`src/rtl/gte_pkg.sv`:
```
// Shared types and constants for the grille transposition encryptor.
// Holds default sizes, register codes, command and config structs, FSM states.
// No dependencies; every other file except gte_ram imports this package.
package gte_pkg;

    // Default grid and output sizes
    localparam int DEF_GRID_ROWS  = 3;
    localparam int DEF_GRID_COLS  = 10;
    localparam int DEF_MAX_OUTPUT = 4096;

    // Fixed field widths
    localparam int MASK_BITS    = 30;
    localparam int CHAR_W       = 8;
    localparam int INDEX_W      = 12;
    localparam int CFG_DATA_W   = 30;
    localparam int CFG_IDX_W    = 3;

    // At most this many words leave for one item
    localparam int RESULT_LIMIT = 32;
    localparam int RESULT_CNT_W = 6;

    // Cell count field of a readout command; covers the largest grid (8 x 16)
    localparam int CMD_CNT_W    = 8;

    // Register reset values
    localparam logic [MASK_BITS-1:0] MASK_RESET   = 30'd391818205;
    localparam logic [CHAR_W-1:0]    MARKER_RESET = 8'd43;

    // Configuration register indexes
    typedef enum logic [CFG_IDX_W-1:0] {
        CFG_OPEN_MASK    = 3'd0,
        CFG_EMPTY_MARKER = 3'd1,
        CFG_IND1_CHAR    = 3'd2,
        CFG_IND1_INDEX   = 3'd3,
        CFG_IND2_CHAR    = 3'd4,
        CFG_IND2_INDEX   = 3'd5
    } cfg_reg_t;

    // Readout settings seen by the back end
    typedef struct packed {
        logic [CHAR_W-1:0]  empty_marker;
        logic [CHAR_W-1:0]  ind1_char;
        logic [INDEX_W-1:0] ind1_index;
        logic [CHAR_W-1:0]  ind2_char;
        logic [INDEX_W-1:0] ind2_index;
    } cipher_cfg_t;

    // Readout request from front to back
    typedef struct packed {
        logic                 bank;
        logic [CMD_CNT_W-1:0] count;
        logic                 is_final;
    } readout_cmd_t;

    // Bank handed back to the front after readout
    typedef struct packed {
        logic valid;
        logic bank;
    } bank_release_t;

    typedef enum logic [1:0] {
        F_IDLE,
        F_FILL,
        F_PUSH
    } front_state_t;

    typedef enum logic [2:0] {
        B_IDLE,
        B_ADDR,
        B_DATA,
        B_EMIT,
        B_FINISH
    } back_state_t;

endpackage

```
`src/rtl/gte_in_if.sv`:
```
// Plaintext input channel: valid/ready handshake with one character per word.
// Depends on gte_pkg for the character width.
interface gte_in_if import gte_pkg::*; ();
    logic              valid;
    logic              ready;
    logic [CHAR_W-1:0] plain_char;
    logic              is_final;

    modport source (output valid, output plain_char, output is_final, input ready);
    modport sink   (input valid, input plain_char, input is_final, output ready);
endinterface

```
`src/rtl/gte_out_if.sv`:
```
// Ciphertext output channel: valid/ready handshake with one character per word.
// Depends on gte_pkg for the character width.
interface gte_out_if import gte_pkg::*; ();
    logic              valid;
    logic              ready;
    logic [CHAR_W-1:0] cipher_char;
    logic              run_end;

    modport source (output valid, output cipher_char, output run_end, input ready);
    modport sink   (input valid, input cipher_char, input run_end, output ready);
endinterface

```
`src/rtl/gte_ram.sv`:
```
// Generic single-write, single-read RAM with registered read data.
// No package dependency.
module gte_ram #(
    parameter int WIDTH = 8,
    parameter int DEPTH = 64
) (
    input  logic                     clk,
    input  logic                     we,
    input  logic [$clog2(DEPTH)-1:0] waddr,
    input  logic [WIDTH-1:0]         wdata,
    input  logic                     re,
    input  logic [$clog2(DEPTH)-1:0] raddr,
    output logic [WIDTH-1:0]         rdata
);

    logic [WIDTH-1:0] mem [DEPTH];
    logic [WIDTH-1:0] rdata_reg;

    // Write port, registered read port; read data holds while re is low
    always_ff @(posedge clk)
    begin
        if (we)
        begin
            mem[waddr] <= wdata;
        end
        if (re)
        begin
            rdata_reg <= mem[raddr];
        end
    end

    assign rdata = rdata_reg;

endmodule

```
`src/rtl/gte_front.sv`:
```
// Front end: accepts plaintext words and places them into the current grid bank.
// Fills closed cells with the marker, detects group end, queues readout commands.
// Depends on gte_pkg and gte_in_if.
module gte_front import gte_pkg::*; #(
    parameter int GRID_ROWS = DEF_GRID_ROWS,
    parameter int GRID_COLS = DEF_GRID_COLS,
    localparam int CELL_COUNT = GRID_ROWS * GRID_COLS,
    localparam int ADDR_W = (CELL_COUNT > 1) ? $clog2(CELL_COUNT) : 1
) (
    input  logic                 clk,
    input  logic                 rst_n,
    gte_in_if.sink               plain_in,
    input  logic [MASK_BITS-1:0] open_cell_mask,
    input  logic [CHAR_W-1:0]    empty_marker,
    output logic                 ram_we,
    output logic [ADDR_W:0]      ram_waddr,
    output logic [CHAR_W-1:0]    ram_wdata,
    output logic                 cmd_valid,
    output readout_cmd_t         cmd,
    input  logic                 cmd_ready,
    input  bank_release_t        bank_free
);

    localparam int CNT_W = $clog2(CELL_COUNT + 1);

    // Cells that exist in the grid; mask bits past the last cell never count as open
    localparam logic [31:0] GRID_MASK =
        (CELL_COUNT >= 32) ? '1 : ((32'd1 << CELL_COUNT) - 32'd1);

    front_state_t      state_reg, state_next;
    logic [CNT_W-1:0]  fill_reg, fill_next;
    logic [CHAR_W-1:0] char_reg, char_next;
    logic              final_reg, final_next;
    logic              bank_reg, bank_next;
    logic [1:0]        pending_reg, pending_next;

    logic              accept;
    logic              push;
    logic [31:0]       mask_w;
    logic [31:0]       mask_at_fill;
    logic [31:0]       mask_after_fill;
    logic [CNT_W-1:0]  fill_inc;
    logic              fill_room;
    logic              fill_open;
    logic              more_open;

    // Mask lookups; cells past the mask width read as closed
    assign mask_w          = 32'(open_cell_mask) & GRID_MASK;
    assign fill_inc        = fill_reg + CNT_W'(1);
    assign mask_at_fill    = mask_w >> fill_reg;
    assign mask_after_fill = mask_w >> fill_inc;
    assign fill_room       = fill_reg < CNT_W'(CELL_COUNT);
    assign fill_open       = mask_at_fill[0];
    assign more_open       = |mask_after_fill;

    assign accept = plain_in.valid && plain_in.ready;
    assign push   = cmd_valid && cmd_ready;

    // Next state
    always_comb
    begin
        state_next = state_reg;
        case (state_reg)
            F_IDLE:
            begin
                if (accept)
                begin
                    state_next = F_FILL;
                end
            end
            F_FILL:
            begin
                if (!fill_room)
                begin
                    state_next = F_PUSH;
                end
                else if (fill_open)
                begin
                    state_next = (!more_open || final_reg) ? F_PUSH : F_IDLE;
                end
            end
            F_PUSH:
            begin
                if (cmd_ready)
                begin
                    state_next = F_IDLE;
                end
            end
            default:
            begin
                state_next = F_IDLE;
            end
        endcase
    end

    // Outputs
    always_comb
    begin
        plain_in.ready = (state_reg == F_IDLE) && !pending_reg[bank_reg];
        ram_we         = (state_reg == F_FILL) && fill_room;
        ram_waddr      = {bank_reg, fill_reg[ADDR_W-1:0]};
        ram_wdata      = fill_open ? char_reg : empty_marker;
        cmd_valid      = (state_reg == F_PUSH);
        cmd.bank       = bank_reg;
        cmd.count      = CMD_CNT_W'(fill_reg);
        cmd.is_final   = final_reg;
    end

    // Datapath: latch word, advance fill, flip bank on push, track busy banks
    always_comb
    begin
        char_next    = char_reg;
        final_next   = final_reg;
        fill_next    = fill_reg;
        bank_next    = bank_reg;
        pending_next = pending_reg;
        if (accept)
        begin
            char_next  = plain_in.plain_char;
            final_next = plain_in.is_final;
        end
        if (ram_we)
        begin
            fill_next = fill_inc;
        end
        if (bank_free.valid)
        begin
            pending_next[bank_free.bank] = 1'b0;
        end
        if (push)
        begin
            fill_next              = '0;
            bank_next              = !bank_reg;
            pending_next[bank_reg] = 1'b1;
        end
    end

    always_ff @(posedge clk or negedge rst_n)
    begin
        if (!rst_n)
        begin
            state_reg   <= F_IDLE;
            fill_reg    <= '0;
            final_reg   <= 1'b0;
            bank_reg    <= 1'b0;
            pending_reg <= '0;
        end
        else
        begin
            state_reg   <= state_next;
            fill_reg    <= fill_next;
            final_reg   <= final_next;
            bank_reg    <= bank_next;
            pending_reg <= pending_next;
        end
    end

    always_ff @(posedge clk)
    begin
        char_reg <= char_next;
    end

endmodule

```
`src/rtl/gte_cmd_fifo.sv`:
```
// Two-entry queue of readout commands between front and back end.
// Depends on gte_pkg for readout_cmd_t.
module gte_cmd_fifo import gte_pkg::*; (
    input  logic         clk,
    input  logic         rst_n,
    input  logic         push_valid,
    input  readout_cmd_t push_cmd,
    output logic         push_ready,
    output logic         pop_valid,
    output readout_cmd_t pop_cmd,
    input  logic         pop
);

    readout_cmd_t entry_reg [2];
    logic         wr_ptr_reg, wr_ptr_next;
    logic         rd_ptr_reg, rd_ptr_next;
    logic [1:0]   count_reg, count_next;
    logic         do_push;
    logic         do_pop;

    assign push_ready = (count_reg != 2'd2);
    assign pop_valid  = (count_reg != 2'd0);
    assign pop_cmd    = entry_reg[rd_ptr_reg];
    assign do_push    = push_valid && push_ready;
    assign do_pop     = pop && pop_valid;

    // Advance pointers and occupancy
    always_comb
    begin
        wr_ptr_next = do_push ? !wr_ptr_reg : wr_ptr_reg;
        rd_ptr_next = do_pop ? !rd_ptr_reg : rd_ptr_reg;
        count_next  = count_reg;
        if (do_push && !do_pop)
        begin
            count_next = count_reg + 2'd1;
        end
        else if (do_pop && !do_push)
        begin
            count_next = count_reg - 2'd1;
        end
    end

    always_ff @(posedge clk or negedge rst_n)
    begin
        if (!rst_n)
        begin
            wr_ptr_reg <= 1'b0;
            rd_ptr_reg <= 1'b0;
            count_reg  <= '0;
        end
        else
        begin
            wr_ptr_reg <= wr_ptr_next;
            rd_ptr_reg <= rd_ptr_next;
            count_reg  <= count_next;
        end
    end

    always_ff @(posedge clk)
    begin
        if (do_push)
        begin
            entry_reg[wr_ptr_reg] <= push_cmd;
        end
    end

endmodule

```
`src/rtl/gte_back.sv`:
```
// Back end: reads a finished bank column by column, skips marker cells,
// inserts indicators and drives the output channel through a hold stage.
// Depends on gte_pkg and gte_out_if.
module gte_back import gte_pkg::*; #(
    parameter int GRID_ROWS  = DEF_GRID_ROWS,
    parameter int GRID_COLS  = DEF_GRID_COLS,
    parameter int MAX_OUTPUT = DEF_MAX_OUTPUT,
    localparam int CELL_COUNT = GRID_ROWS * GRID_COLS,
    localparam int ADDR_W = (CELL_COUNT > 1) ? $clog2(CELL_COUNT) : 1
) (
    input  logic              clk,
    input  logic              rst_n,
    input  logic              cmd_valid,
    input  readout_cmd_t      cmd,
    output logic              cmd_pop,
    output logic              ram_re,
    output logic [ADDR_W:0]   ram_raddr,
    input  logic [CHAR_W-1:0] ram_rdata,
    input  cipher_cfg_t       cfg,
    gte_out_if.source         cipher_out,
    output bank_release_t     bank_free
);

    localparam int CNT_W   = $clog2(CELL_COUNT + 1);
    localparam int ROW_W   = (GRID_ROWS > 1) ? $clog2(GRID_ROWS) : 1;
    localparam int COL_W   = (GRID_COLS > 1) ? $clog2(GRID_COLS) : 1;
    localparam int POS_W   = $clog2(MAX_OUTPUT);
    localparam int CMP_W   = (POS_W > INDEX_W) ? POS_W : INDEX_W;
    localparam int IND_MAX = 2;

    back_state_t       state_reg, state_next;
    readout_cmd_t      cur_reg, cur_next;
    logic [ROW_W-1:0]  row_reg, row_next;
    logic [COL_W-1:0]  col_reg, col_next;
    logic [CNT_W-1:0]  idx_reg, idx_next;
    logic [POS_W-1:0]  pos_reg, pos_next;
    logic [1:0]        ind_cnt_reg, ind_cnt_next;
    logic [RESULT_CNT_W-1:0] res_cnt_reg, res_cnt_next;
    logic              held_valid_reg, held_valid_next;
    logic [CHAR_W-1:0] held_char_reg, held_char_next;
    logic              out_valid_reg, out_valid_next;
    logic [CHAR_W-1:0] out_char_reg, out_char_next;
    logic              out_end_reg, out_end_next;

    logic              last_row;
    logic              last_cell;
    logic              in_range;
    logic              is_marker;
    logic              ind1_hit;
    logic              ind2_hit;
    logic              ind_room;
    logic              ind_due;
    logic              limit_hit;
    logic              can_send;
    logic              can_put;
    logic              finish_go;

    // Control strobes from the output decode
    logic              adv;
    logic              put;
    logic [CHAR_W-1:0] put_char;
    logic              put_ind;
    logic              finish;

    // Cell walk and word classification
    assign last_row  = (row_reg == ROW_W'(GRID_ROWS - 1));
    assign last_cell = last_row && (col_reg == COL_W'(GRID_COLS - 1));
    assign in_range  = CMD_CNT_W'(idx_reg) < cur_reg.count;
    assign is_marker = (ram_rdata == cfg.empty_marker);
    assign ind1_hit  = (cfg.ind1_char != '0) && (CMP_W'(cfg.ind1_index) == CMP_W'(pos_reg));
    assign ind2_hit  = (cfg.ind2_char != '0) && (CMP_W'(cfg.ind2_index) == CMP_W'(pos_reg));
    assign ind_room  = (ind_cnt_reg < 2'(IND_MAX));
    assign ind_due   = ind_room && (ind1_hit || ind2_hit);
    assign limit_hit = (res_cnt_reg == RESULT_CNT_W'(RESULT_LIMIT));
    assign can_send  = !out_valid_reg || cipher_out.ready;
    assign can_put   = !held_valid_reg || can_send;
    assign finish_go = !held_valid_reg || can_send;

    // Next state
    always_comb
    begin
        state_next = state_reg;
        case (state_reg)
            B_IDLE:
            begin
                if (cmd_valid)
                begin
                    state_next = B_ADDR;
                end
            end
            B_ADDR:
            begin
                if (limit_hit)
                begin
                    state_next = B_FINISH;
                end
                else if (in_range)
                begin
                    state_next = B_DATA;
                end
                else if (last_cell)
                begin
                    state_next = B_FINISH;
                end
            end
            B_DATA:
            begin
                if (!is_marker)
                begin
                    state_next = B_EMIT;
                end
                else if (last_cell)
                begin
                    state_next = B_FINISH;
                end
                else
                begin
                    state_next = B_ADDR;
                end
            end
            B_EMIT:
            begin
                if (limit_hit)
                begin
                    state_next = B_FINISH;
                end
                else if (can_put && !ind_due)
                begin
                    state_next = last_cell ? B_FINISH : B_ADDR;
                end
            end
            B_FINISH:
            begin
                if (finish_go)
                begin
                    state_next = B_IDLE;
                end
            end
            default:
            begin
                state_next = B_IDLE;
            end
        endcase
    end

    // Output decode
    always_comb
    begin
        cmd_pop   = 1'b0;
        ram_re    = 1'b0;
        ram_raddr = {cur_reg.bank, idx_reg[ADDR_W-1:0]};
        adv       = 1'b0;
        put       = 1'b0;
        put_ind   = 1'b0;
        put_char  = ram_rdata;
        finish    = 1'b0;
        case (state_reg)
            B_IDLE:
            begin
                cmd_pop = cmd_valid;
            end
            B_ADDR:
            begin
                if (!limit_hit)
                begin
                    ram_re = in_range;
                    adv    = !in_range && !last_cell;
                end
            end
            B_DATA:
            begin
                adv = is_marker && !last_cell;
            end
            B_EMIT:
            begin
                if (!limit_hit && can_put)
                begin
                    put = 1'b1;
                    if (ind_due)
                    begin
                        put_ind  = 1'b1;
                        put_char = ind1_hit ? cfg.ind1_char : cfg.ind2_char;
                    end
                    else
                    begin
                        adv = !last_cell;
                    end
                end
            end
            B_FINISH:
            begin
                finish = finish_go;
            end
            default:
            begin
                cmd_pop = 1'b0;
            end
        endcase
        bank_free.valid = finish;
        bank_free.bank  = cur_reg.bank;
        cipher_out.valid       = out_valid_reg;
        cipher_out.cipher_char = out_char_reg;
        cipher_out.run_end     = out_end_reg;
    end

    // Datapath
    always_comb
    begin
        cur_next        = cur_reg;
        row_next        = row_reg;
        col_next        = col_reg;
        idx_next        = idx_reg;
        pos_next        = pos_reg;
        ind_cnt_next    = ind_cnt_reg;
        res_cnt_next    = res_cnt_reg;
        held_valid_next = held_valid_reg;
        held_char_next  = held_char_reg;
        out_valid_next  = out_valid_reg && !cipher_out.ready;
        out_char_next   = out_char_reg;
        out_end_next    = out_end_reg;

        // Start a readout pass
        if (cmd_pop)
        begin
            cur_next     = cmd;
            row_next     = '0;
            col_next     = '0;
            idx_next     = '0;
            res_cnt_next = '0;
        end

        // Step down the column, then to the top of the next column
        if (adv)
        begin
            if (last_row)
            begin
                row_next = '0;
                col_next = col_reg + COL_W'(1);
                idx_next = CNT_W'(col_reg) + CNT_W'(1);
            end
            else
            begin
                row_next = row_reg + ROW_W'(1);
                idx_next = idx_reg + CNT_W'(GRID_COLS);
            end
        end

        // Clear indicator count on each new character
        if (state_reg == B_DATA)
        begin
            ind_cnt_next = '0;
        end

        // Produce a word: forward the held one, hold the new one
        if (put)
        begin
            if (held_valid_reg)
            begin
                out_valid_next = 1'b1;
                out_char_next  = held_char_reg;
                out_end_next   = 1'b0;
            end
            held_valid_next = 1'b1;
            held_char_next  = put_char;
            res_cnt_next    = res_cnt_reg + RESULT_CNT_W'(1);
            pos_next        = (pos_reg == POS_W'(MAX_OUTPUT - 1)) ? '0 : pos_reg + POS_W'(1);
            if (put_ind)
            begin
                ind_cnt_next = ind_cnt_reg + 2'd1;
            end
        end

        // Close the pass: last held word carries the end mark
        if (finish)
        begin
            if (held_valid_reg)
            begin
                out_valid_next = 1'b1;
                out_char_next  = held_char_reg;
                out_end_next   = 1'b1;
            end
            held_valid_next = 1'b0;
            if (cur_reg.is_final)
            begin
                pos_next = '0;
            end
        end
    end

    always_ff @(posedge clk or negedge rst_n)
    begin
        if (!rst_n)
        begin
            state_reg      <= B_IDLE;
            pos_reg        <= '0;
            held_valid_reg <= 1'b0;
            out_valid_reg  <= 1'b0;
            res_cnt_reg    <= '0;
            ind_cnt_reg    <= '0;
        end
        else
        begin
            state_reg      <= state_next;
            pos_reg        <= pos_next;
            held_valid_reg <= held_valid_next;
            out_valid_reg  <= out_valid_next;
            res_cnt_reg    <= res_cnt_next;
            ind_cnt_reg    <= ind_cnt_next;
        end
    end

    always_ff @(posedge clk)
    begin
        cur_reg       <= cur_next;
        row_reg       <= row_next;
        col_reg       <= col_next;
        idx_reg       <= idx_next;
        held_char_reg <= held_char_next;
        out_char_reg  <= out_char_next;
        out_end_reg   <= out_end_next;
    end

endmodule

```
`src/rtl/grille_transposition_encrypt.sv`:
```
// Grille transposition encryptor. An item steps the front fill loop over each closed cell
// before its open cell; an item that closes a group also queues a readout command.
// A readout starts, passes over cells outside the fill count, reads each filled cell,
// sends its words and finishes; output stalls can hold it.
// Two grid banks let the front fill one group while the back reads out the other.
// Reset: config takes its defaults, fill and output position go to zero, cells not cleared.
module grille_transposition_encrypt import gte_pkg::*; #(
    parameter int GRID_ROWS  = DEF_GRID_ROWS,
    parameter int GRID_COLS  = DEF_GRID_COLS,
    parameter int MAX_OUTPUT = DEF_MAX_OUTPUT
) (
    input  logic                  clk,
    input  logic                  rst_n,
    gte_in_if.sink                plain_in,
    gte_out_if.source             cipher_out,
    input  logic                  cfg_we,
    input  logic [CFG_IDX_W-1:0]  cfg_index,
    input  logic [CFG_DATA_W-1:0] cfg_data
);

    localparam int CELL_COUNT = GRID_ROWS * GRID_COLS;
    localparam int ADDR_W     = (CELL_COUNT > 1) ? $clog2(CELL_COUNT) : 1;
    localparam int RAM_DEPTH  = 2 ** (ADDR_W + 1);

    logic [MASK_BITS-1:0] mask_reg, mask_next;
    cipher_cfg_t          cfg_reg, cfg_next;

    logic                 ram_we;
    logic [ADDR_W:0]      ram_waddr;
    logic [CHAR_W-1:0]    ram_wdata;
    logic                 ram_re;
    logic [ADDR_W:0]      ram_raddr;
    logic [CHAR_W-1:0]    ram_rdata;
    logic                 front_cmd_valid;
    readout_cmd_t         front_cmd;
    logic                 front_cmd_ready;
    logic                 back_cmd_valid;
    readout_cmd_t         back_cmd;
    logic                 back_cmd_pop;
    bank_release_t        bank_free;

    // Register writes
    always_comb
    begin
        mask_next = mask_reg;
        cfg_next  = cfg_reg;
        if (cfg_we)
        begin
            case (cfg_reg_t'(cfg_index))
                CFG_OPEN_MASK:    mask_next            = cfg_data[MASK_BITS-1:0];
                CFG_EMPTY_MARKER: cfg_next.empty_marker = cfg_data[CHAR_W-1:0];
                CFG_IND1_CHAR:    cfg_next.ind1_char    = cfg_data[CHAR_W-1:0];
                CFG_IND1_INDEX:   cfg_next.ind1_index   = cfg_data[INDEX_W-1:0];
                CFG_IND2_CHAR:    cfg_next.ind2_char    = cfg_data[CHAR_W-1:0];
                CFG_IND2_INDEX:   cfg_next.ind2_index   = cfg_data[INDEX_W-1:0];
                default:          mask_next            = mask_reg;
            endcase
        end
    end

    always_ff @(posedge clk or negedge rst_n)
    begin
        if (!rst_n)
        begin
            mask_reg             <= MASK_RESET;
            cfg_reg.empty_marker <= MARKER_RESET;
            cfg_reg.ind1_char    <= '0;
            cfg_reg.ind1_index   <= '0;
            cfg_reg.ind2_char    <= '0;
            cfg_reg.ind2_index   <= '0;
        end
        else
        begin
            mask_reg <= mask_next;
            cfg_reg  <= cfg_next;
        end
    end

    gte_front #(
        .GRID_ROWS (GRID_ROWS),
        .GRID_COLS (GRID_COLS)
    ) u_front (
        .clk            (clk),
        .rst_n          (rst_n),
        .plain_in       (plain_in),
        .open_cell_mask (mask_reg),
        .empty_marker   (cfg_reg.empty_marker),
        .ram_we         (ram_we),
        .ram_waddr      (ram_waddr),
        .ram_wdata      (ram_wdata),
        .cmd_valid      (front_cmd_valid),
        .cmd            (front_cmd),
        .cmd_ready      (front_cmd_ready),
        .bank_free      (bank_free)
    );

    gte_ram #(
        .WIDTH (CHAR_W),
        .DEPTH (RAM_DEPTH)
    ) u_cells (
        .clk   (clk),
        .we    (ram_we),
        .waddr (ram_waddr),
        .wdata (ram_wdata),
        .re    (ram_re),
        .raddr (ram_raddr),
        .rdata (ram_rdata)
    );

    gte_cmd_fifo u_cmd_fifo (
        .clk        (clk),
        .rst_n      (rst_n),
        .push_valid (front_cmd_valid),
        .push_cmd   (front_cmd),
        .push_ready (front_cmd_ready),
        .pop_valid  (back_cmd_valid),
        .pop_cmd    (back_cmd),
        .pop        (back_cmd_pop)
    );

    gte_back #(
        .GRID_ROWS  (GRID_ROWS),
        .GRID_COLS  (GRID_COLS),
        .MAX_OUTPUT (MAX_OUTPUT)
    ) u_back (
        .clk        (clk),
        .rst_n      (rst_n),
        .cmd_valid  (back_cmd_valid),
        .cmd        (back_cmd),
        .cmd_pop    (back_cmd_pop),
        .ram_re     (ram_re),
        .ram_raddr  (ram_raddr),
        .ram_rdata  (ram_rdata),
        .cfg        (cfg_reg),
        .cipher_out (cipher_out),
        .bank_free  (bank_free)
    );

endmodule

```
`src/flat_wrapper.sv`:
```
// flat-port wrapper written by rule: the top's interface ports become plain ports
module grille_transposition_encrypt_flat import gte_pkg::*;
#(
    parameter int GRID_ROWS  = DEF_GRID_ROWS,
    parameter int GRID_COLS  = DEF_GRID_COLS,
    parameter int MAX_OUTPUT = DEF_MAX_OUTPUT
)
  (clk, rst_n, cfg_we, cfg_index, cfg_data, plain_in_valid, plain_in_plain_char, plain_in_is_final, plain_in_ready, cipher_out_valid, cipher_out_cipher_char, cipher_out_run_end, cipher_out_ready);
  gte_in_if plain_in_i ();
  gte_out_if cipher_out_i ();
  input  logic clk;
  input  logic rst_n;
  input  logic cfg_we;
  input  logic [CFG_IDX_W-1:0] cfg_index;
  input  logic [CFG_DATA_W-1:0] cfg_data;
  input wire logic [$bits(plain_in_i.valid)-1:0] plain_in_valid;
  input wire logic [$bits(plain_in_i.plain_char)-1:0] plain_in_plain_char;
  input wire logic [$bits(plain_in_i.is_final)-1:0] plain_in_is_final;
  output wire logic [$bits(plain_in_i.ready)-1:0] plain_in_ready;
  output wire logic [$bits(cipher_out_i.valid)-1:0] cipher_out_valid;
  output wire logic [$bits(cipher_out_i.cipher_char)-1:0] cipher_out_cipher_char;
  output wire logic [$bits(cipher_out_i.run_end)-1:0] cipher_out_run_end;
  input wire logic [$bits(cipher_out_i.ready)-1:0] cipher_out_ready;
  assign plain_in_i.valid = plain_in_valid;
  assign plain_in_i.plain_char = plain_in_plain_char;
  assign plain_in_i.is_final = plain_in_is_final;
  assign plain_in_ready = plain_in_i.ready;
  assign cipher_out_valid = cipher_out_i.valid;
  assign cipher_out_cipher_char = cipher_out_i.cipher_char;
  assign cipher_out_run_end = cipher_out_i.run_end;
  assign cipher_out_i.ready = cipher_out_ready;
  grille_transposition_encrypt #(.GRID_ROWS(GRID_ROWS), .GRID_COLS(GRID_COLS), .MAX_OUTPUT(MAX_OUTPUT)) u_core (.clk(clk), .rst_n(rst_n), .plain_in(plain_in_i), .cipher_out(cipher_out_i), .cfg_we(cfg_we), .cfg_index(cfg_index), .cfg_data(cfg_data));
endmodule
```
`config.mk`:
```
export PLATFORM = sky130hd
export DESIGN_NAME = grille_transposition_encrypt_flat
export DESIGN_NICKNAME = d
export VERILOG_FILES = /design/src/rtl/gte_pkg.sv /design/src/rtl/gte_in_if.sv /design/src/rtl/gte_out_if.sv /design/src/rtl/gte_ram.sv /design/src/rtl/gte_front.sv /design/src/rtl/gte_cmd_fifo.sv /design/src/rtl/gte_back.sv /design/src/rtl/grille_transposition_encrypt.sv /design/src/flat_wrapper.sv
export SDC_FILE = /design/constraint.sdc
export NUM_CORES = 1
export LEC_CHECK = 0
export BUFFER_PORTS_ARGS = -buffer_cell sky130_fd_sc_hd__buf_2
export CAP_MARGIN = 20
export CORE_AREA = 2 2 292 294
export CTS_CLUSTER_DIAMETER = 40
export CTS_CLUSTER_SIZE = 8
export DETAILED_ROUTE_END_ITERATION = 6
export DIE_AREA = 0 0 294 296
export GPL_TIMING_DRIVEN = 0
export PLACE_DENSITY_LB_ADDON = 0.12
export SLEW_MARGIN = 20
export SYNTH_ARGS = -nofsm -noshare
export SYNTH_HDL_FRONTEND = slang
export SYNTH_SLANG_ARGS = --single-unit
```
`constraint.sdc`:
```
create_clock -name clk -period 4.76 [get_ports clk]
set_clock_uncertainty 0.1 [all_clocks]
set_input_delay 0.952 -clock clk [delete_from_list [all_inputs] [get_ports clk]]
set_output_delay 0.952 -clock clk [all_outputs]
set_load 0.02 [all_outputs]
```
==> out/metrics.csv <==
metric;value;unit
grt_pass1_wl;113;mm
grt_use_total;17.8;%
reg2reg_setup_slack;0.60;ns
dieArea;87000;µm²
cts_sinks;695;
fillers;7572;
critPathTopFamily;simple AND/OR/NAND/NOR gates;
die_y;296;µm
grt_max_degree;65;
synth_top_family_by_area;multiplexers;
die_x;294;µm
viasPerCell;5.16;
synth_cell_type_count;68;
p_per_area;723;nW/µm²
hp-class;primary input to asynchronous set/reset pin;
r2r_start;u_core.u_front.fill_reg[0];
synth-simple-area-share;5.99;%
clk_latency;0.68;ns
arrival;4.34;ns
cp_slowest_cell;nor2_1;
routabilityCongestion;0.796;
cts-hold-fix-buffers;0;
finalWorstSetupSlack;0.602;ns
ys_async_sr_fraction;17.0;%
final-hold-violation-count;0;
start_util;34.7;%
cts_htree_levels;3;
grt_pass1_vias;17400;
vias;16600;
slew_viol_final;0;
path_class;register to register;
path_clk_slew;0.05;ns
cts_tree;built;
synth_compound_area_share;5.11;%
slew_headroom;29.1;%
avgSynthCellArea;15.9;µm²
setup_viol;0;
synth_area_leaders;edfxtp_1 (59%), dfrtp_1 (8.1%), mux4_2 (5.9%), mux2i_1 (5.2%), mux2_2 (3.6%);
largest_reg_flops;512;
r2r_cells;8;
cts_resized;0;
synth_mux_area_share;15.5;%
max_cap_violations;0;
max_freq;241;MHz
period_share;87.3;%
power_leakage;12.4;nW
post-route-drc-count;0;
wire_per_inst;23.8;µm
synth_warnings;0;
crit_path_max_fanout;10;
drt_iter0_drc;1246;
syn_inst;1836;
final_nets;2109;
cpPeakStageDelay;0.97;ns
antenna_found_initial;1;
crit_chain;buf_6 -> buf_6 -> buf_2 -> buf_2 -> buf_2 -> clkbuf_1 -> nand3_1 -> nor2_1;
io_buffers;57;
seq_area_frac_synth;69.5;%
dr.pass1.iters;5;
crit_path_end_kind;register;
cp_num_buf_inv;6;
vdd_ir_drop_max;0.519;mV
dp_worst_setup_slack;0.516;ns
synth_xor_area_share;1.65;%
rsz0062_at_grt;false;
overflow;0;
yosysTopAreaCellShare;59.0;%
layout-drive-gt1-share;22.2;%
post_cts_buffers;0;
synthToLayoutAreaGrowth;19.8;%
clockBufferDepth;3;
critPathLaunchType;register;
crit_top_cell;buf_2;
synth_edf_count;573;
tns;0;ns
yosysTopAreaCell;edfxtp_1;
routed_wl;76.7;mm
final_util;41.5;%
ys_seq_elements;695;
max_slew.worst_pin.slew;1.06;ns
cts_root_buffer;clkbuf_16;
hpwl;50.7;mm
outcome;completed;
antenna_left;0;
cts-buffers-inserted;120;
syn_area;29200;µm²
num_io_pins;58;
synth-main-ff-cell;edfxtp_1;
fp.coreArea;84200;µm²
r2r_end;u_core.u_cells.mem[51][1];
fin_crit;4.16;ns
worst-endpoint-required;4.94;ns
synth-adder-area-share;0.557;%
rows;107;
## stage by stage
step | area [µm²] | power [mW] | instances | hold slack [ns]
final | 34900 | 25.3 | 3221 | 0.151
after global routing | 34900 | 26.4 | 3220 | 0.174
after CTS | 34900 | 25.5 | 3219 | 0.146
after detailed placement | 31000 | 17.1 | 3016 | 0.370
after global placement | 30900 | 17.0 | 3014 | 0.365
after floorplan | 29300 | 13.9 | 1867 | 0.340
## worst max-delay path by stage
stage / startpoint / end / depth (start not counted)
3_3_place_gp: u_core.u_back.idx_reg[1] / u_core.u_cells.rdata[3] / 7
2_1_floorplan: u_core.u_front.fill_reg[0] / u_core.u_cells.mem[0][0] / 5
5_1_grt: u_core.u_front.fill_reg[0] / u_core.u_cells.mem[27][5] / 8
6_report: u_core.u_front.fill_reg[0] / u_core.u_cells.mem[51][1] / 8
4_1_cts: u_core.u_back.idx_reg[1] / u_core.u_cells.rdata[5] / 7
3_5_place_dp: u_core.u_back.idx_reg[1] / u_core.u_cells.rdata[5] / 7
## metal layers
metal,GRT usage (%),up-vias,routed length [µm]
li1,-,7513,-
met1,23.7,8601,34300
met2,28.8,372,36200
met3,3.78,146,3770
met4,6.48,2,2420
met5,0,-,11
## cells by family after synthesis
group	after synthesis
adders and majority gates	13
buffers and inverters	117
xor gates and xnor gates	55
and+or+nand+nor	388
DFF	695
muxes	336
other	1
AOI/OAI and AO/OA	231
## worst reg2reg max path: stages (launching register included)
cell      delay [ns]
dfrtp_1         0.41
buf_6           0.16
buf_6           0.16
buf_2           0.24
buf_2           0.29
buf_2           0.28
clkbuf_1        0.40
nand3_1         0.74
nor2_1          0.99
## power breakdown
| part | total [mW] | leakage [nW] | switching [mW] | internal (mW) |
|---|---|---|---|---|
| clock | 8.37 | 1.91 | 2.84 | 5.53 |
| sequential | 9.05 | 6.67 | 0.435 | 8.61 |
| combinational | 7.85 | 3.84 | 5.33 | 2.52 |
## cell usage in the layout (no fill, tap or decap), types with 10 or more instances in the layout
cell type	n
dfrtp_1	95
buf_2	81
bufinv_16	15
o221ai_1	35
inv_1	16
nand2b_1	10
conb_1	32
ha_1	13
mux2_4	10
clkbuf_16	123
edfxtp_1	573
clkbuf_1	81
nor3_1	16
nor4_1	13
dfstp_2	23
buf_1	11
nand2_1	101
xor2_1	46
clkinv_2	12
nor2b_1	13
mux2i_1	153
mux2_2	92
nor2_1	170
a21oi_1	52
o22ai_1	34
nand3_1	20
o21ai_0	63
clkinv_1	15
mux4_2	76
## synth_stat cells (6+ instances only)
cell / n
mux2_2: 92
nor2b_1: 13
dfstp_2: 23
edfxtp_1: 573
o22ai_1: 34
o21ai_0: 63
nand4_1: 6
mux2i_1: 153
o221ai_1: 35
nand2b_1: 10
buf_1: 12
o21ai_1: 9
inv_1: 16
xnor2_1: 9
mux2_4: 10
clkbuf_1: 60
nor3_1: 17
xor2_1: 46
ha_1: 13
dfrtp_1: 95
nor4_1: 13
mux4_2: 76
a21oi_1: 52
nand3_1: 20
a211oi_1: 6
nand2_1: 101
nor2_1: 170
buf_2: 24
## area by class of cell
cell class | count | area (µm²) | share of cell area (%)
flip-flops and latches | 695 | 20300 | 58.0
multi-input cells | 1055 | 8550 | 24.5
clock buffers | 149 | 3230 | 9.23
well taps | 1090 | 1360 | 3.90
clock inverters | 54 | 702 | 2.01
plain buffers | 100 | 429 | 1.23
repair buffers | 60 | 340 | 0.974
inverters | 17 | 63.8 | 0.183
diodes | 1 | 2.50 | 0.00716
(Power assumes the default switching activity.)
